File: src/cpc_ram.sv
// Generic single-port-write, one-read RAM with registered read data.
// No dependencies.
`timescale 1ns / 1ps
`default_nettype none
module cpc_ram #(
	parameter int Width = 96,
	parameter int Depth = 17
) (
	input wire logic clk,
	input wire logic we,
	input wire logic [$clog2(Depth)-1:0] waddr,
	input wire logic [Width-1:0] wdata,
	input wire logic [$clog2(Depth)-1:0] raddr,
	output logic [Width-1:0] rdata
);
	logic [Width-1:0] mem [Depth];
	always_ff @(posedge clk) begin
		if (we) mem[waddr] <= wdata;
		rdata <= mem[raddr];
	end
endmodule
`default_nettype wire

File: config.mk
export PLATFORM = sky130hd
export DESIGN_NAME = cpc_ram
export DESIGN_NICKNAME = d
export VERILOG_FILES = /design/src/cpc_ram.sv
export SDC_FILE = /design/constraint.sdc
export NUM_CORES = 1
export LEC_CHECK = 0
export BUFFER_PORTS_ARGS = -buffer_cell sky130_fd_sc_hd__buf_2
export CORE_ASPECT_RATIO = 2
export CORE_MARGIN = 2
export CORE_UTILIZATION = 30
export CTS_CLUSTER_SIZE = 8
export DETAILED_ROUTE_END_ITERATION = 6
export SLEW_MARGIN = 20
export SYNTH_ARGS = -nofsm -noshare
export SYNTH_HDL_FRONTEND = slang
export SYNTH_SLANG_ARGS = --single-unit
File: constraint.sdc
create_clock -name clk -period 15.8 [get_ports clk]
set_input_delay 1.58 -clock clk [delete_from_list [all_inputs] [get_ports clk]]
set_output_delay 1.58 -clock clk [all_outputs]
set_load 0.02 [all_outputs]
==> results of run 1 <==
kinds of logic after synthesis:
| kind of cell | after synthesis |
|---|---|
| flops | 1728 |
| mux | 480 |
| compound gates | 192 |
| buf+inv | 151 |
| simple gates | 128 |
worst register-to-register path, delay by kind of cell, from the launching register on:
kind / cells / cell delay [ns]
AOI/OAI and AO/OA: 2 / 0.62
DFF: 1 / 0.35
muxes: 1 / 0.48
state kept, by name, summed over array words and instances (netlist names):
register	flops
rdata	96
mem	1632
power by group through the flow:
| stage | clock network [mW] | registers, mW | logic (mW) |
|---|---|---|---|
| CTS | 4.84 | 5.12 | 0.440 |
| finish | 4.73 | 5.12 | 0.428 |
| floorplan | 0 | 5.22 | 0.250 |
| detailed placement | 0 | 5.21 | 0.440 |
| global placement | 0 | 5.21 | 0.433 |
| global route | 5.02 | 5.12 | 0.463 |
synth_stat cells, types with 2 or more instances:
cell type	n
dfxtp_1	96
nor3b_1	2
a221oi_2	6
nand2_1	4
nand3b_1	2
clkbuf_4	5
nor2b_1	2
nor2_1	111
edfxtp_1	1632
o22ai_1	96
dlygate4sd1_1	5
buf_12	30
clkbuf_1	24
mux4_2	308
clkbuf_8	3
buf_6	11
buf_8	7
mux2i_1	96
nand2b_1	3
mux4_1	76
buf_2	53
a221oi_1	90
buf_4	11
per-layer routing:
metal,up-vias,track usage,part of all wire
met5,-,0,0.00048
met4,12,0.04576,0.027
met3,325,0.02323,0.050
met2,931,0.2605,0.52
met1,16030,0.1845,0.40
li1,12280,-,-
cell type report:
cell class / instances / area (sq um)
clock buffers: 424 / 6749
flip-flops and latches: 1728 / 50930
diodes: 7 / 17.52
fillers: 19750 / 138300
multi-input cells: 800 / 12020
repair buffers: 247 / 1551
clock inverters: 9 / 136.4
well taps: 2783 / 3482
inverters: 1 / 11.26
stage by stage:
stage | total power [mW] | worst slack [ns] | hold slack, ns | cells | area, sq um
6_report | 10.28 | 11.45 | 0.4913 | 5999 | 74900
3_5_place_dp | 5.651 | 10.43 | 0.5286 | 5559 | 68000
2_1_floorplan | 5.474 | 6.117 | 0.5182 | 2679 | 64220
5_1_grt | 10.60 | 11.17 | 0.5479 | 5994 | 74890
3_3_place_gp | 5.642 | 10.40 | 0.5250 | 5558 | 67990
4_1_cts | 10.41 | 11.37 | 0.4994 | 5992 | 74880
worst paths after layout:
| path | from | to | slack [ns] | cells past startpoint |
|---|---|---|---|---|
| setup reg to reg | mem[12][51] | rdata[51] | 14.11 | 3 |
| hold reg to reg | mem[16][74] | rdata[74] | 0.49 | 2 |
| setup / recovery | raddr[0] | rdata[67] | 11.45 | 6 |
| hold / removal | mem[16][74] | rdata[74] | 0.49 | 2 |
==> results.py, run 1 <==
metrics = {
    "cts": {
        "clock-sinks": 1728,
        "cts_tree": "yes",
        "htreeDepth": 4,
        "clkLatencyLatePin_ns": 0.85,
        "cts_buffers": 242,
        "ctsLongestPathBuffers": 4,
        "cts_setup_buffers": 0,
        "cts_resized": 0,
        "root_buffer": "clkbuf_16",
        "ctsHoldBuffers": 0,
        "cts.clk_slew.worst_paths_ns": 0.05,
    },
    "synthesis": {
        "synth_compound_area_frac": 0.02303,
        "yosys_warnings": 0,
        "ys_top_cells_by_area": "edfxtp_1 76%, mux4_2 11%, mux4_1 3.1%, dfxtp_1 3.0%, mux2i_1 1.5%",
        "synth-edff-count": 1632,
        "synthMuxAreaShare": 0.1541,
        "synth_area_leader_cell": "edfxtp_1",
        "ys_seq_area_frac": 0.7931,
        "synth.top_cell.area_share": 0.7631,
        "synth_seq_cells": 1728,
        "synth-xor-area-share": 0,
        "ys.flop_type": "edfxtp_1",
        "synth_top_family_by_area": "multiplexers",
        "avgSynthCellArea_sq_um": 23.97,
        "async_flop_share": 0,
        "synthAdderAreaFrac": 0,
        "netlist_area_sq_um": 64220,
        "netlist_instances": 2679,
        "synth_nets": 2787,
        "synthDistinctLibCells": 29,
        "synthSimpleGateAreaFrac": 0.008066,
    },
    "power": {
        "ir_drop_uv": 90.31,
        "clkPwrFrac": 0.460,
        "p_int_mw": 8.100,
        "cellPowerDensity_nw_per_um2": 137.2,
        "p_leak_nw": 23.72,
        "power_switching_mw": 2.179,
        "p_sw_frac": 0.2120,
        "seqPwrFrac": 0.498,
        "p_comb_frac": 0.042,
    },
    "detailed_routing": {
        "routedWlPerCell_microns": 26.97,
        "viasPerCell": 4.930,
        "ant_nets": 0,
        "dr_total_vias": 29570,
        "drc": 0,
        "first_pass_iters": 5,
        "drt_iter0_drc": 2602,
        "routed_wl_mm": 161.8,
    },
    "setup_path": {
        "crit_path_max_incr_delay_ns": 0.93,
        "required_ns": 16.43,
        "cp.arrival_ns": 4.98,
        "crit_top_cell": "buf_4",
        "crit_buf_inv": 3,
        "path_delay_family": "buffers and inverters",
        "critPathCaptureType": "flip-flop",
        "start_kind": "input pin",
        "crit_slowest_cell": "buf_4",
        "crit_chain": "buf_8, buf_4, buf_4, mux4_2, o22ai_1, a221oi_1",
        "crit_fanout": 58,
        "path_class": "in -> reg",
    },
    "timing": {
        "post-route-period-util": 0.2754,
        "worst_clock_skew_ns": 0.07107,
        "maxSlewHeadroom": 0.2996,
        "hold_violations": 0,
        "tns_ns": 0,
        "rsz0062_at_grt": "no",
        "finalMaxSlewViolations": 0,
        "max_freq_mhz": 229.8,
        "min_period_ns": 4.351,
        "worstMarginPinSlew_ns": 1.051,
        "setup_violations": 0,
    },
    "finish": {
        "drive_gt1_frac": 0.2596,
        "syn2layout_area_growth_pct": 16.64,
        "postLayoutCoreUtil": 0.3513,
        "final_cell_mix": "1,632 x edfxtp_1, 308 x mux4_2, 242 x clkbuf_16, 200 x buf_2, 181 x clkbuf_1",
        "fin_nets": 3128,
        "final_common_cell": "edfxtp_1",
    },
    "global_route": {
        "grt_start_max_net_pins": 113,
        "antenna_found_initial": 41,
        "grt_overflow_total": 0,
        "first_global_vias": 31970,
        "grt_usage": 0.1477,
        "grt_first_pass_wirelength_mm": 231.2,
    },
    "floorplan": {
        "rows": 240,
        "die_h_microns": 658.3,
        "core_sq_um": 213200,
        "io_pins": 204,
        "design.die.area_sq_um": 218000,
        "initial_core_util": 0.3012,
        "die_w_microns": 331.2,
    },
    "placement": {
        "port_buffers": 203,
        "dp.final_hpwl_mm": 75.56,
        "gp_congestion": 0.6849,
    },
    "min_path": {
        "min_path_type": "reg -> reg",
    },
    "status": {
        "status": "completed",
    },
    "flow_run": {
        "maxCapViolCount": 0,
    },
}
Power figures use the tool's default switching activity.
==> run 2, diff against run 1 <==
- clock period: 15.8 -> 3.95 ns (I/O delays scaled with it)
==> results.py, run 2 (synthesis results as in run 1) <==
metrics = {
    "finish": {
        "n_fill_cell": 19450,
        "multi_input_area_sq_um": 12040,
        "postLayoutCoreUtil": 0.3590,
        "syn2layout_area_growth_pct": 19.20,
        "top_register": "mem",
        "final_cell_mix": "1,632 x edfxtp_1, 308 x mux4_2, 243 x clkbuf_16, 200 x buf_2, 174 x clkbuf_1",
        "seq_area_sq_um": 50930,
        "drive_gt1_frac": 0.2634,
        "final_common_cell": "edfxtp_1",
        "fin_nets": 3274,
        "largest_reg_flops": 1632,
        "largestRegisters": "mem x1632, rdata x96",
    },
    "cts": {
        "cts.clk_slew.worst_paths_ns": 0.05,
        "root_buffer": "clkbuf_16",
        "clock-sinks": 1728,
        "cts_tree": "yes",
        "cts_resized": 0,
        "cts_setup_buffers": 0,
        "cts_buffers": 241,
        "clkLatencyLatePin_ns": 0.87,
        "htreeDepth": 4,
        "ctsLongestPathBuffers": 4,
    },
    "placement": {
        "gp_congestion": 0.6944,
        "dp.final_hpwl_mm": 84.00,
        "port_buffers": 203,
    },
    "floorplan": {
        "core_sq_um": 213200,
        "design.die.area_sq_um": 218000,
        "die_w_microns": 331.2,
        "io_pins": 204,
        "initial_core_util": 0.3012,
        "rows": 240,
        "die_h_microns": 658.3,
    },
    "detailed_routing": {
        "routedWlPerCell_microns": 26.16,
        "drc": 0,
        "routed_wl_mm": 160.6,
        "drt_iter0_drc": 2213,
        "first_pass_iters": 5,
        "dr_total_vias": 29930,
        "viasPerCell": 4.874,
        "ant_nets": 0,
    },
    "min_path": {
        "min_path_type": "in -> reg",
    },
    "global_route": {
        "first_global_vias": 32260,
        "grt_start_max_net_pins": 105,
        "antenna_found_initial": 29,
        "grt_first_pass_wirelength_mm": 230.1,
        "grt_overflow_total": 0,
        "grt_usage": 0.1460,
    },
    "setup_path": {
        "path_class": "reg -> out",
        "path_delay_family": "flip-flops",
        "crit_fanout": 1,
        "critPathCaptureType": "primary output",
        "start_kind": "flip-flop",
        "crit_buf_inv": 1,
        "crit_chain": "buf_2",
        "required_ns": 3.56,
        "cp.arrival_ns": 1.59,
        "crit_slowest_cell": "dfxtp_1",
        "crit_path_max_incr_delay_ns": 0.49,
    },
    "timing": {
        "min_period_ns": 1.982,
        "max_freq_mhz": 504.4,
        "setup_violations": 0,
        "worst_clock_skew_ns": 0.09556,
        "rsz0062_at_grt": "no",
        "maxSlewHeadroom": 0.3573,
        "finalMaxSlewViolations": 0,
        "worstMarginPinSlew_ns": 0.9641,
        "hold_violations": 0,
        "post-route-period-util": 0.5019,
        "tns_ns": 0,
    },
    "power": {
        "cellPowerDensity_nw_per_um2": 536.4,
        "ir_drop_uv": 385.4,
        "p_leak_nw": 24.45,
    },
    "status": {
        "status": "completed",
    },
    "flow_run": {
        "maxCapViolCount": 0,
    },
}
run 2: cell count changes in the layout (fill, tap and decap cells not counted), sizes merged:
| cell | change |
|---|---|
| dlygate4sd3 | +96 |
| inv | -3 |
| clkinv | -1 |
| clkbuf | -7 |
| buf | +51 |
| diode | +6 |
run 2: worst paths after layout:
kind,start,end,slack (ns),cells past startpoint
setup reg to reg,mem[1][88],rdata[88],2.48,4
hold reg to reg,mem[16][41],rdata[41],0.52,2
setup / recovery,rdata[46],rdata[46],1.97,1
hold / removal,raddr[0],rdata[80],0.21,3
run 2: metal layers:
| metal | up-vias | track usage | share of wire |
|---|---|---|---|
| li1 | 12570 | - | - |
| met3 | 248 | 0.02269 | 0.046 |
| met5 | - | 0 | 0.00023 |
| met2 | 872 | 0.2564 | 0.52 |
| met4 | 6 | 0.04179 | 0.023 |
| met1 | 16230 | 0.1848 | 0.41 |
run 2: final cells by class:
cell class / instances / share of cell area
flip-flops and latches: 1728 / 0.6653
multi-input cells: 800 / 0.1573
clock buffers: 417 / 0.08797
well taps: 2783 / 0.04549
repair buffers: 394 / 0.04224
clock inverters: 5 / 0.001095
diodes: 13 / 0.0004250
inverters: 1 / 0.0001471
run 2: power breakdown:
part           switching, mW  internal, mW
combinational           1.11         0.746
clock                   7.36          11.4
sequential             0.132          20.4
total                   8.60          32.5
run 2: metrics by stage:
stage                     setup WS (ns)  hold WS, ns  total power [mW]  cells  cell area [sq um]
after floorplan                  -1.421       0.4939             21.89   2679              64260
after global routing              1.845       0.2290             42.30   6135              76530
final                             1.968       0.2132             41.06   6141              76550
after CTS                         1.891       0.1539             41.52   6128              76520
after global placement            1.256       0.5223             22.62   5610              68740
after detailed placement          1.249       0.5289             22.66   5610              68740
run 2: what timing repair did:
item | CTS | global route
hold buffers | 96 | 0
endpoints found under the hold margin | 1632 | 0
setup endpoints to repair | 0 | 0
==> run 3, diff against run 2 <==
- clock period: 3.95 -> 1.7 ns (I/O delays scaled with it)
==> results.py, run 3 (synthesis results as in run 1) <==
metrics = {
    "finish": {
        "largestRegisters": "mem x1632, rdata x96",
        "seq_area_sq_um": 50950,
        "syn2layout_area_growth_pct": 25.54,
        "top_register": "mem",
        "final_common_cell": "edfxtp_1",
        "largest_reg_flops": 1632,
        "fin_nets": 3603,
        "final_cell_mix": "1,632 x edfxtp_1, 308 x mux4_2, 255 x buf_4, 243 x clkbuf_16, 199 x buf_2",
        "multi_input_area_sq_um": 12060,
        "drive_gt1_frac": 0.3328,
        "n_fill_cell": 19140,
    },
    "timing": {
        "maxSlewHeadroom": 0.5505,
        "worstMarginPinSlew_ns": 0.6742,
        "min_period_ns": 1.651,
        "worst_slack_ns": 0.04905,
        "hold_violations": 0,
        "worst_clock_skew_ns": 0.05193,
        "finalMaxSlewViolations": 0,
        "setup_violations": 0,
        "whs_ns": 0.06074,
        "rsz0062_at_grt": "no",
        "max_freq_mhz": 605.7,
        "post-route-period-util": 0.9711,
    },
    "cts": {
        "clock-sinks": 1728,
        "ctsLongestPathBuffers": 4,
        "htreeDepth": 4,
        "cts_tree": "yes",
        "cts.clk_slew.worst_paths_ns": 0.05,
        "cts_buffers": 242,
        "root_buffer": "clkbuf_16",
        "clkLatencyLatePin_ns": 0.85,
    },
    "power": {
        "finalPower_mw": 96.30,
        "ir_drop_uv": 904.0,
        "power_switching_mw": 20.27,
        "p_int_mw": 76.03,
        "clkPwrFrac": 0.454,
        "p_leak_nw": 26.56,
        "cellPowerDensity_nw_per_um2": 1194,
        "seqPwrFrac": 0.494,
        "p_sw_frac": 0.2105,
        "p_comb_frac": 0.052,
    },
    "setup_path": {
        "crit_chain": "buf_2",
        "crit_path_max_incr_delay_ns": 0.44,
        "rr_worst_depth": 5,
        "path_class": "reg -> out",
        "worst-r2r-setup-slack_ns": 0.19,
        "crit_buf_inv": 1,
        "required_ns": 1.53,
        "start_kind": "flip-flop",
        "path_delay_family": "flip-flops",
        "crit_slowest_cell": "dfxtp_1",
        "reg2reg_to": "rdata[55]",
        "crit_fanout": 1,
        "cp.arrival_ns": 1.48,
        "critPathCaptureType": "primary output",
        "r2r-start": "mem[9][55]",
    },
    "detailed_routing": {
        "drc": 0,
        "first_pass_iters": 5,
        "dr_total_vias": 31240,
        "viasPerCell": 4.827,
        "ant_nets": 0,
        "routed_wl_mm": 167.4,
        "routedWlPerCell_microns": 25.86,
        "drt_iter0_drc": 2262,
    },
    "global_route": {
        "use_met1": 0.1805,
        "antenna_found_initial": 29,
        "grt_util_met3": 0.02245,
        "grt_start_max_net_pins": 50,
        "first_global_vias": 33490,
        "grt_first_pass_wirelength_mm": 240.3,
        "grtUsageMet2": 0.2818,
        "grt_usage": 0.1525,
        "busiest_layer": "met2",
        "grt_overflow_total": 0,
    },
    "min_path": {
        "min_path_type": "in -> reg",
        "whs_path_depth": 5,
        "hold_path_end": "mem[4][20]",
        "hold_start": "waddr[0]",
    },
    "placement": {
        "dp.final_hpwl_mm": 109.1,
        "port_buffers": 203,
        "preCtsSetupSlack_ns": -0.4726,
        "gp_congestion": 0.7671,
    },
    "status": {
        "status": "completed",
    },
    "flow_run": {
        "maxCapViolCount": 0,
    },
    "floorplan": {
        "core_sq_um": 213200,
        "initial_core_util": 0.3012,
        "rows": 240,
        "die_h_microns": 658.3,
        "design.die.area_sq_um": 218000,
        "die_w_microns": 331.2,
        "io_pins": 204,
    },
}
## run 3: cell types whose count changed in the layout (fill, tap and decap cells not counted), moves of 4 or more
cell,delta
buf_12,+121
buf_4,+201
clkbuf_1,+4
dfxtp_1,-17
dfxtp_2,+17
diode_2,-4
dlygate4sd3_1,+7
## run 3: how the worst max path moves through the flow
stage	start	to	slack [ns]	depth (start not counted)
after floorplan	we	mem[4][0]	-1.69	3
final	rdata[6]	rdata[6]	0.05	1
after detailed placement	raddr[2]	rdata[61]	-0.47	6
after global routing	rdata[24]	rdata[24]	0.02	1
after CTS	rdata[34]	rdata[34]	0.001	1
after global placement	raddr[2]	rdata[61]	-0.44	6
## run 3: layer usage
metal	part of all wire	wire [microns]
met3	0.045	7492
met2	0.55	91560
met5	0.00063	105
met4	0.026	4359
met1	0.38	63850
## run 3: power groups by stage
stage	Sequential, mW	Clock [mW]	Combinational (mW)
final	47.6	43.7	4.97
after global routing	47.6	46.3	5.32
after CTS	47.6	44.8	5.09
after detailed placement	48.4	0	4.85
after global placement	48.4	0	4.78
after floorplan	48.5	0	2.35
## run 3: repair_timing
action / CTS / global route
buffers inserted: 0 / 3
gates resized for setup: 18 / 0
endpoints found under the hold margin: 1680 / 0
hold buffers: 103 / 0
pin swaps: 0 / 1
gates cloned: 0 / 0
setup endpoints to repair: 18 / 1
## run 3: stage by stage
| step | setup TNS, ns | instance area [sq um] | cells | util |
|---|---|---|---|---|
| 6_report | 0 | 80620 | 6473 | 0.3781 |
| 5_1_grt | 0 | 80610 | 6471 | 0.3781 |
| 4_1_cts | 0 | 80570 | 6461 | 0.3779 |
| 3_5_place_dp | -25.16 | 72660 | 5928 | 0.3408 |
| 3_3_place_gp | -18.24 | 72660 | 5928 | 0.3408 |
| 2_1_floorplan | -1551.99 | 64370 | 2679 | - |
## run 3: layout make-up
type | count | share of cell area
multi-input combinational | 800 | 0.1496
sequential | 1728 | 0.6320
clock inverter | 8 | 0.001226
clock buffer | 422 | 0.08389
antenna | 9 | 0.0002794
tap | 2783 | 0.04319
inverter | 1 | 0.0001397
timing repair buffer | 722 | 0.08968
