===== src/cpc_pkg.sv =====
// Package for the convex polygon plane clip unit: payload structs, sizes, register codes.
// No dependencies.
`timescale 1ns / 1ps
`default_nettype none
package cpc_pkg;
	localparam int MaxCorners = 16;
	localparam int BufCap = MaxCorners + 1;
	localparam int BufAw = $clog2(BufCap);
	localparam int CntW = $clog2(MaxCorners + 1);
	localparam int ResW = $clog2(BufCap + 1);
	localparam int MinCorners = 3;
	localparam int FracBits = 30;

	typedef enum logic [2:0] {
		REG_NORMAL_X = 3'd0,
		REG_NORMAL_Y = 3'd1,
		REG_NORMAL_Z = 3'd2,
		REG_OFFSET = 3'd3,
		REG_TOL = 3'd4
	} reg_idx_t;

	typedef struct packed {
		logic signed [31:0] vertex_x;
		logic signed [31:0] vertex_y;
		logic signed [31:0] vertex_z;
		logic final_vertex;
	} in_item_t;

	typedef struct packed {
		logic signed [31:0] out_x;
		logic signed [31:0] out_y;
		logic signed [31:0] out_z;
		logic run_end;
		logic clipped_away;
		logic vertex_overflow;
	} out_item_t;

	typedef struct packed {
		logic signed [31:0] x;
		logic signed [31:0] y;
		logic signed [31:0] z;
	} corner_t;

	typedef struct packed {
		logic start;
		logic [31:0] num;
		logic [32:0] den;
	} div_req_t;
endpackage
`default_nettype wire


===== src/cpc_div.sv =====
// Restoring divider: frac = (num << 30) / den, one quotient bit per cycle.
// Depends on cpc_pkg.
`timescale 1ns / 1ps
`default_nettype none
module cpc_div (
	input wire logic clk,
	input wire logic arst_n,
	input wire cpc_pkg::div_req_t req,
	output logic busy,
	output logic [cpc_pkg::FracBits-1:0] frac
);
	import cpc_pkg::*;
	localparam int StepW = $clog2(FracBits + 1);
	logic [StepW-1:0] step_q;
	logic [33:0] rem_q;
	logic [32:0] den_q;
	logic [FracBits-1:0] quo_q;
	logic [33:0] trial;
	assign trial = {rem_q[32:0], 1'b0} - {1'b0, den_q};
	assign busy = step_q != '0;
	assign frac = quo_q;
	always_ff @(posedge clk or negedge arst_n) begin
		if (!arst_n) begin
			step_q <= '0;
		end else if (req.start) begin
			step_q <= StepW'(FracBits);
		end else if (busy) begin
			step_q <= step_q - 1'b1;
		end
	end
	always_ff @(posedge clk) begin
		if (req.start) begin
			rem_q <= {2'b0, req.num};
			den_q <= req.den;
			quo_q <= '0;
		end else if (busy) begin
			if (!trial[33]) begin
				rem_q <= trial;
				quo_q <= {quo_q[FracBits-2:0], 1'b1};
			end else begin
				rem_q <= {rem_q[32:0], 1'b0};
				quo_q <= {quo_q[FracBits-2:0], 1'b0};
			end
		end
	end
endmodule
`default_nettype wire


===== config.mk =====
export PLATFORM = sky130hd
export DESIGN_NAME = cpc_div
export DESIGN_NICKNAME = d
export VERILOG_FILES = /design/src/cpc_pkg.sv /design/src/cpc_div.sv
export SDC_FILE = /design/constraint.sdc
export NUM_CORES = 1
export LEC_CHECK = 0
export BUFFER_PORTS_ARGS = -buffer_cell sky130_fd_sc_hd__buf_2
export CORE_MARGIN = 2
export CORE_UTILIZATION = 57
export CTS_CLUSTER_DIAMETER = 50
export DETAILED_ROUTE_END_ITERATION = 12
export PLACE_DENSITY = 0.78
export SETUP_SLACK_MARGIN = 0.15
export SLEW_MARGIN = 20
export SYNTH_ARGS = -nofsm -noshare
export SYNTH_HDL_FRONTEND = slang
export SYNTH_SLANG_ARGS = --single-unit
export TNS_END_PERCENT = 50

===== constraint.sdc =====
create_clock -name clk -period 3.5 [get_ports clk]
set_clock_uncertainty 0.2 [all_clocks]
set_input_delay 0.7 -clock clk [delete_from_list [all_inputs] [get_ports clk]]
set_output_delay 0.7 -clock clk [all_outputs]
set_load 0.02 [all_outputs]

==> impl_metrics.ini, run 1 <==
[die]
pin_count = 99
core_mm2 = 0.0102
die-area_mm2 = 0.0112
start_util = 0.578
rows = 37
die_h_um = 106
die_w_um = 106

[min_path]
hold_class = in2reg

[yosys]
synthFlopType = edfxtp_1
ys_types = 61
yosysTopAreaCell = edfxtp_1
ys_seq_area_frac = 0.458
synthTopCellsByArea = edfxtp_1, dfxtp_1, a21oi_1
syn_area_per_cell_um2 = 8.95
synth_warnings = 0
synth_edf_count = 65
synth-seq-cells = 101
yosysTopAreaCellShare = 0.331
syn_nets = 761
syn_area_mm2 = 0.00589
ys_async_sr_fraction = 0.0495
syn_inst = 658

[sta]
tightestPinTransition_ns = 0.504
rsz0062_at_grt = false
period_needed_ns = 3.23
slew_violations = 0
fin_setup_tns_ns = 0
clock.fmax_ghz = 0.309
period_share = 0.924
timing.slew.headroom = 0.664
setup_viol = 0
hold_viol = 0

[global_routing]
antenna_found_initial = 0
overflow = 0
met2_usage = 0.432
grt_max_degree = 118
grtUsageMet1 = 0.331
grtUsageMet3 = 0.0736
grtUsageTotal = 0.260
grt_busiest_layer = met2
grt_pass1_vias = 4992
grt_pass1_wl_um = 23100

[clocking]
cts-root-buf = clkbuf_8
insertion_delay_ns = 0.40
numCtsBuffers = 9
cts-htree-levels = 3
clock_path_buffers = 2
cts_tree = built
clk_pin_slew_ns = 0.11
cts_sinks = 101

[routing]
vias = 5154
post_drt_via_cell_ratio = 5.71
wl_um = 14000
route.detailed.drc = 0
first_pass_iters = 5
drt_first_iter_violations = 271
ant_nets = 0
routedWlPerCell_um = 15.6

[layout]
drive_gt1_frac = 0.227
n_antenna_cell = 0
layout_commonest_cell = nand2_1
nets = 865
area_delta_synth_final_pct = 19.3
layout_common_cells = nand2_1, buf_2, a21oi_1, edfxtp_1, inv_1

[run]
maxCapViolations = 0

[place]
gp_congestion = 0.949
port_buffers = 98
dp_hpwl_um = 9780

[worst_setup_path]
arrival_ns = 3.20
required_ns = 3.47
crit_type = reg2reg
cp-end-kind = register
startpoint_type = register
crit_path_max_fanout = 5

[pwr]
peakVddDrop_v = 0.000443
power_mw = 5.84
leakage_nw = 2.91
p_per_area_mw_per_mm2 = 831

[run_status]
status = finished clean
[worst paths after layout]
kind                                           start               endpoint  slack, ns  cells past startpoint
worst max-delay path              rem_q[3]$_DFFE_PP_    rem_q[28]$_DFFE_PP_       0.27                     11
worst min-delay path                         req[27]    den_q[27]$_DFFE_PP_       0.27                      1
worst max register to register    rem_q[3]$_DFFE_PP_    rem_q[28]$_DFFE_PP_       0.27                     11
worst min register to register  frac[8]$_SDFFE_PP0P_   frac[8]$_SDFFE_PP0P_       0.27                      2
max in group asynchronous                     arst_n  step_q[4]$_DFFE_PN0P_       2.53                      2
min in group asynchronous                     arst_n  step_q[0]$_DFFE_PN0P_       0.44                      2
[registers in the layout (all words and copies together) (netlist names)]
signal	flops
den_q	33
frac	30
rem_q	33
step_q	5
[what timing repair did]
item / 4_1_cts / 5_1_grt
endpoints found under the setup margin: 10 / 31
gates cloned: 1 / 0
hold buffers: 1 / 0
gates resized for setup: 8 / 28
setup buffers: 2 / 3
endpoints found under the hold margin: 5 / 0
pin swaps: 3 / 11
[layer usage]
metal  up-vias  part of all wire
met3        28             0.060
met1      2418              0.44
li1       2534                 -
met4         0             0.017
met5         -                 0
met2       174              0.48
[kinds of logic after synthesis]
group / after synthesis / synth area share
AOI/OAI and AO/OA: 204 / 0.214
xor gates and xnor gates: 26 / 0.0387
adders and majority gates: 35 / 0.0756
buffers and inverters: 78 / 0.0521
DFF: 101 / 0.458
muxes: 4 / 0.00680
and+or+nand+nor: 210 / 0.155
[through the flow]
stage          utilization  worst slack [ns]  cells  hold WS (ns)  area (um^2)
2_1_floorplan            -             0.436    658         0.204         5890
3_3_place_gp         0.647             0.192    880         0.242         6590
3_5_place_dp         0.647            0.0897    880         0.259         6590
4_1_cts              0.675             0.163    900         0.248         6870
5_1_grt              0.690             0.127    903         0.247         7030
6_report             0.690             0.266    903         0.269         7030
[layout make-up]
cell class,instances,area (um^2)
Clock buffer,10,138
Clock inverter,6,58.8
Fill cell,816,3160
Inverter,51,191
Multi-Input combinational cell,480,3090
Sequential cell,101,2700
Tap cell,136,170
Timing Repair Buffer,119,686
[critical path, stage by stage, from the launching register on]
cell and delay [ns]:
edfxtp_1 0.40, ha_1 0.37, nand2_1 0.14, a211oi_2 0.07
o2111a_2 0.32, a311oi_4 0.38, o21ai_4 0.14, a2111oi_4 0.39
buf_4 0.19, xor2_1 0.16, o21ai_0 0.12, o21a_1 0.12
[report_power, final]
part           total [mW]  internal, mW  switching (mW)
Combinational        3.34          1.46            1.88
Clock               0.756         0.299           0.456
Sequential           1.74          1.58           0.168
Total                5.84          3.34            2.50
[synth_stat cells, types with 2 or more instances]
| master | instances |
|---|---|
| mux2i_1 | 4 |
| a31oi_1 | 4 |
| a221o_1 | 3 |
| nor2_1 | 46 |
| o21bai_1 | 2 |
| a21oi_1 | 93 |
| xnor2_1 | 14 |
| nand4_1 | 4 |
| or3_1 | 5 |
| o211ai_1 | 3 |
| or2_2 | 2 |
| dfrtp_1 | 5 |
| o21ai_0 | 47 |
| nand3_1 | 9 |
| nor4_1 | 2 |
| xor2_1 | 12 |
| buf_4 | 2 |
| nand2_1 | 111 |
| buf_2 | 5 |
| and3_1 | 2 |
| ha_1 | 34 |
| o31a_1 | 2 |
| nor2b_1 | 4 |
| a21o_1 | 6 |
| nor3_1 | 10 |
| o21ai_1 | 2 |
| nand2b_1 | 6 |
| edfxtp_1 | 65 |
| a41oi_1 | 2 |
| inv_1 | 49 |
| o21a_1 | 13 |
| and2_1 | 4 |
| clkbuf_1 | 19 |
| a211oi_1 | 7 |
| dfxtp_1 | 31 |
| o31ai_1 | 4 |
Note: power is estimated with default switching activity, not from simulation.
==> run 2: changes to the inputs <==
CORE_MARGIN = not set   (was 2)
CORE_UTILIZATION = 25   (was 57)
PLACE_DENSITY = 0.39   (was 0.78)
==> run 2 against run 1 <==
Compared with the run above:
- fmax decreased by 0.80%
- global-route usage is 12 points lower
- setup slack worse by 0.026 ns
- wire length grew 14%
- final area up 6.7%
- flip-flop and latch count stayed put
- first-iteration DRC count decreased by 25%
- non-clock buffer count increased by 12
- clock power increased by 42%
- count of clock-buffer cells in the layout shrank 1
- critical endpoint unchanged
- largest cell class unchanged
==> impl_metrics.ini, run 2 (synthesis gave the netlist of run 1 again) <==
[run_status]
status = finished clean

[layout]
nets = 876
layout_common_cells = nand2_1, buf_2, a21oi_1, edfxtp_1, inv_1
n_antenna_cell = 0
area_delta_synth_final_pct = 27.3
final_area_mm2 = 0.00750
drive_gt1_frac = 0.251
layout_commonest_cell = nand2_1
fillers = 2425

[worst_setup_path]
ff2ff_path_depth = 12
slowest_delay_ns = 0.47
path_cells = inv_1 -> fa_2 -> nand2b_1 -> a211oi_2 -> o2111a_2 -> a311oi_4 -> o21ai_4 -> a2111oi_4 -> buf_4 -> xor2_1 -> o21ai_0 -> o21a_1
crit_path_max_fanout = 4
arrival_ns = 3.18
required_ns = 3.42
startpoint_type = register
crit_type = reg2reg
cp-end-kind = register
cpMaxStageDelayCell = a2111oi_4

[die]
die_w_um = 155
die-area_mm2 = 0.0242
start_util = 0.258
rows = 55
pin_count = 99
die_h_um = 155
core_mm2 = 0.0228

[clocking]
insertion_delay_ns = 0.36
cts-htree-levels = 3
clock_path_buffers = 2
numCtsBuffers = 9
cts_sinks = 101
cts_tree = built
cts-root-buf = clkbuf_16
clk_pin_slew_ns = 0.09

[sta]
hold_viol = 0
rsz0062_at_grt = true
tightestPinTransition_ns = 0.576
setup_viol = 0
period_share = 0.931
period_needed_ns = 3.26
slew_violations = 0
clock.fmax_ghz = 0.307
fin_setup_tns_ns = 0
timing.slew.headroom = 0.616

[global_routing]
met2_usage = 0.227
grt_busiest_layer = met2
overflow = 0
grt_max_degree = 119
grtUsageMet3 = 0.0309
grtUsageMet1 = 0.178
grt_pass1_wl_um = 26100
antenna_found_initial = 1
grtUsageTotal = 0.137
grt_pass1_vias = 5072

[pwr]
p_per_area_mw_per_mm2 = 847
leakage_nw = 3.02
peakVddDrop_v = 0.000275

[min_path]
min_delay_path_depth = 2
hold_class = reg2reg

[routing]
drt_first_iter_violations = 203
post_drt_via_cell_ratio = 4.63
ant_nets = 0
routedWlPerCell_um = 14.6
route.detailed.drc = 0
first_pass_iters = 5
wl_um = 16000
vias = 5052

[place]
placed_area_mm2 = 0.00688
gp_congestion = 0.848
dp_hpwl_um = 11300
port_buffers = 98

[run]
maxCapViolations = 0
## run 2: cell types whose count changed in the layout (fill, tap and decap cells not counted), moves of 2 or more
cell / previous run / this run
ha_2: 6 / 12
clkinv_8: 0 / 2
nor2_2: 2 / 0
buf_4: 17 / 27
a21oi_2: 4 / 6
clkbuf_16: 0 / 9
a21oi_1: 90 / 88
inv_8: 4 / 2
ha_1: 22 / 17
clkbuf_8: 10 / 0
## run 2: through the flow
step / setup slack, ns / util / total power, mW / hold WS [ns] / std cells
detailed placement: 0.131 / 0.301 / 4.84 / 0.250 / 1066
global placement: 0.169 / 0.301 / 4.86 / 0.237 / 1066
floorplan: 0.436 / - / 3.98 / 0.204 / 658
CTS: 0.137 / 0.318 / 6.10 / 0.266 / 1084
global route: 0.130 / 0.328 / 6.89 / 0.285 / 1091
finish: 0.240 / 0.328 / 6.35 / 0.267 / 1091
## run 2: worst max-delay path, delay by kind of cell (launching register included)
family,cells,cell delay [ns]
compound gates,7,1.57
xor+xnor,1,0.16
fa+ha+maj,1,0.22
buf+inv,2,0.30
flops,1,0.43
simple gates,1,0.14
## run 2: layout make-up
cell class / instances / area [um^2] / area share
multi-input combinational: 479 / 3090 / 0.413
sequential: 101 / 2700 / 0.360
timing repair buffer: 131 / 808 / 0.108
tap: 313 / 392 / 0.0522
clock buffer: 9 / 225 / 0.0300
inverter: 51 / 191 / 0.0255
clock inverter: 7 / 88.8 / 0.0119
## run 2: routing by layer
metal	part of all wire	vias up
li1	-	2556
met1	0.48	2398
met2	0.47	83
met3	0.040	13
met4	0.012	2
met5	0.00075	-
## run 2: worst paths after layout
kind                                             from  slack (ns)                     to
worst max-delay path               rem_q[0]$_DFFE_PP_        0.24    rem_q[28]$_DFFE_PP_
worst min-delay path            frac[29]$_SDFFE_PP0P_        0.27  frac[29]$_SDFFE_PP0P_
worst max register to register     rem_q[0]$_DFFE_PP_        0.24    rem_q[28]$_DFFE_PP_
worst min register to register  frac[29]$_SDFFE_PP0P_        0.27  frac[29]$_SDFFE_PP0P_
max in group asynchronous                      arst_n        2.44  step_q[2]$_DFFE_PN0P_
min in group asynchronous                      arst_n        0.51  step_q[4]$_DFFE_PN0P_
## run 2: timing repair
action,in CTS,in global routing
setup endpoints to repair,5,34
hold endpoints to repair,5,0
hold buffers,1,0
buffers inserted,0,7
pin swaps,0,13
gates cloned,1,0
resized for setup,6,41
## run 2: report_power, final
part           total [mW]  internal [mW]  switching (mW)
Combinational        3.54           1.63            1.91
Sequential           1.74           1.58           0.165
Clock                1.07          0.520           0.549
==> run 3: changes to the inputs <==
BUFFER_PORTS_ARGS = not set   (was -buffer_cell sky130_fd_sc_hd__buf_2)
CORE_UTILIZATION = 63   (was 25)
DONT_BUFFER_PORTS = 1   (was not set)
PLACE_DENSITY = 0.76   (was 0.39)
==> run 3 against run 2 <==
Compared with the run above:
- via count fell by 6.4%
- non-clock buffer count decreased by 105
- utilization up 40 points
- combinational power is 5% lower
- final area decreased by 13%
- total power decreased by 7.7%
- sequential share of layout area up 5.5 points
- cell count decreased by 28%
- first-iteration DRC count rose by 3.0%
- hold slack worse by 0.089 ns
- global-route usage rose by 13 points
- critical path type unchanged
==> impl_metrics.ini, run 3 (synthesis gave the netlist of run 1 again) <==
[run_status]
status = finished clean

[sta]
setup_slack_ns = 0.224
timing.slew.headroom = 0.638
period_needed_ns = 3.28
setup_viol = 0
clock.fmax_ghz = 0.305
period_share = 0.936
slew_violations = 0
hold_viol = 0
tightestPinTransition_ns = 0.539
rsz0062_at_grt = true
fin_setup_tns_ns = 0

[worst_setup_path]
required_ns = 3.43
cp-end-kind = register
r2r_end = rem_q[23]$_DFFE_PP_
ff2ff_path_depth = 11
reg2reg_from = rem_q[25]$_DFFE_PP_
ff2ff_setup_slack_ns = 0.22
arrival_ns = 3.21
worstSetupEndpoint = rem_q[23]$_DFFE_PP_
crit_type = reg2reg
crit_path_max_fanout = 5
crit_start = rem_q[25]$_DFFE_PP_
startpoint_type = register

[die]
pin_count = 99
core_mm2 = 0.00889
die_h_um = 98.7
rows = 34
die-area_mm2 = 0.00974
die_w_um = 98.7
start_util = 0.662

[place]
gp_congestion = 0.956
dp_hpwl_um = 9110
dp_cells = 755
port_buffers = 0
dp_slack_ns = 0.0648

[clocking]
numCtsBuffers = 9
clock_path_buffers = 2
insertion_delay_ns = 0.38
cts_sinks = 101
cts-htree-levels = 3
clk_pin_slew_ns = 0.10
cts-root-buf = clkbuf_8
cts_tree = built

[pwr]
p_comb_frac = 0.575
p_per_area_mw_per_mm2 = 901
peakVddDrop_v = 0.000456
intPower_mw = 3.42
power_mw = 5.86
clkPwrFrac = 0.126
switchingPower_mw = 2.44
p_seq_frac = 0.299
leakage_nw = 2.51
switching_share = 0.416

[layout]
fin_util = 0.731
n_antenna_cell = 0
layout_commonest_cell = nand2_1
nets = 771
fillers = 665
drive_gt1_frac = 0.105
layout_common_cells = nand2_1, a21oi_1, edfxtp_1, inv_1, nor2_1
area_delta_synth_final_pct = 10.4
final_cells = 781

[routing]
drt_first_iter_violations = 209
route.detailed.drc = 0
routedWlPerCell_um = 16.8
ant_nets = 0
wl_um = 13100
first_pass_iters = 4
post_drt_via_cell_ratio = 6.06
vias = 4731

[global_routing]
grtUsageTotal = 0.270
antenna_found_initial = 0
grt_max_degree = 120
overflow = 0
grt_pass1_wl_um = 20800
grt_pass1_vias = 4462

[run]
maxCapViolations = 0

[min_path]
hold_class = in2reg
-- run 3: repair_timing --
item | CTS | global route
buffers inserted | 2 | 6
endpoints found under the hold margin | 5 | 0
hold buffers | 1 | 0
pin swaps | 1 | 8
gates resized for setup | 4 | 23
setup endpoints to repair | 15 | 30
cloned | 0 | 1
-- run 3: critical path, cell delays in order, from the launching register on --
cell,delay [ns]
edfxtp_1,0.46
ha_4,0.29
a211oi_2,0.22
o211ai_1,0.14
a221o_1,0.40
nor4bb_4,0.34
o311ai_4,0.15
o2111ai_4,0.15
buf_12,0.15
inv_2,0.03
and4_1,0.17
or3_1,0.33
-- run 3: cell type report --
cell class,instances,area (um^2),share of cell area
sequential,101,2700,0.415
tap,108,135,0.0208
timing repair buffer,26,253,0.0389
multi-input combinational,479,3020,0.465
clock inverter,6,52.6,0.00808
inverter,51,191,0.0294
clock buffer,10,149,0.0229
-- run 3: per-stage QoR --
stage	hold slack [ns]	area, um^2
after floorplan	0.204	5890
after global placement	0.205	6070
after detailed placement	0.205	6070
after CTS	0.162	6320
after global routing	0.151	6500
final	0.178	6500
-- run 3: worst min path at each step --
stage / endpoint / cells after the start / start / slack (ns)
after floorplan: step_q[0]$_DFFE_PN0P_ / 0 / arst_n / 0.20
after global placement: step_q[0]$_DFFE_PN0P_ / 0 / arst_n / 0.20
after detailed placement: step_q[1]$_DFFE_PN0P_ / 0 / arst_n / 0.20
after CTS: frac[17]$_SDFFE_PP0P_ / 1 / req[65] / 0.16
after global routing: frac[15]$_SDFFE_PP0P_ / 1 / req[65] / 0.15
final: frac[14]$_SDFFE_PP0P_ / 1 / req[65] / 0.18
-- run 3: power by group through the flow --
stage | Combinational (mW) | Sequential [mW] | Clock (mW)
2_1_floorplan | 2.27 | 1.71 | 0
3_3_place_gp | 2.89 | 1.76 | 0
3_5_place_dp | 2.94 | 1.76 | 0
4_1_cts | 3.01 | 1.74 | 0.759
5_1_grt | 3.71 | 1.78 | 0.797
6_report | 3.37 | 1.75 | 0.739
-- run 3: routing by layer --
layer / routed length [um] / track usage
met1: 5930 / 0.351
met2: 6300 / 0.446
met3: 674 / 0.0723
met4: 243 / 0.0792
met5: 0 / 0
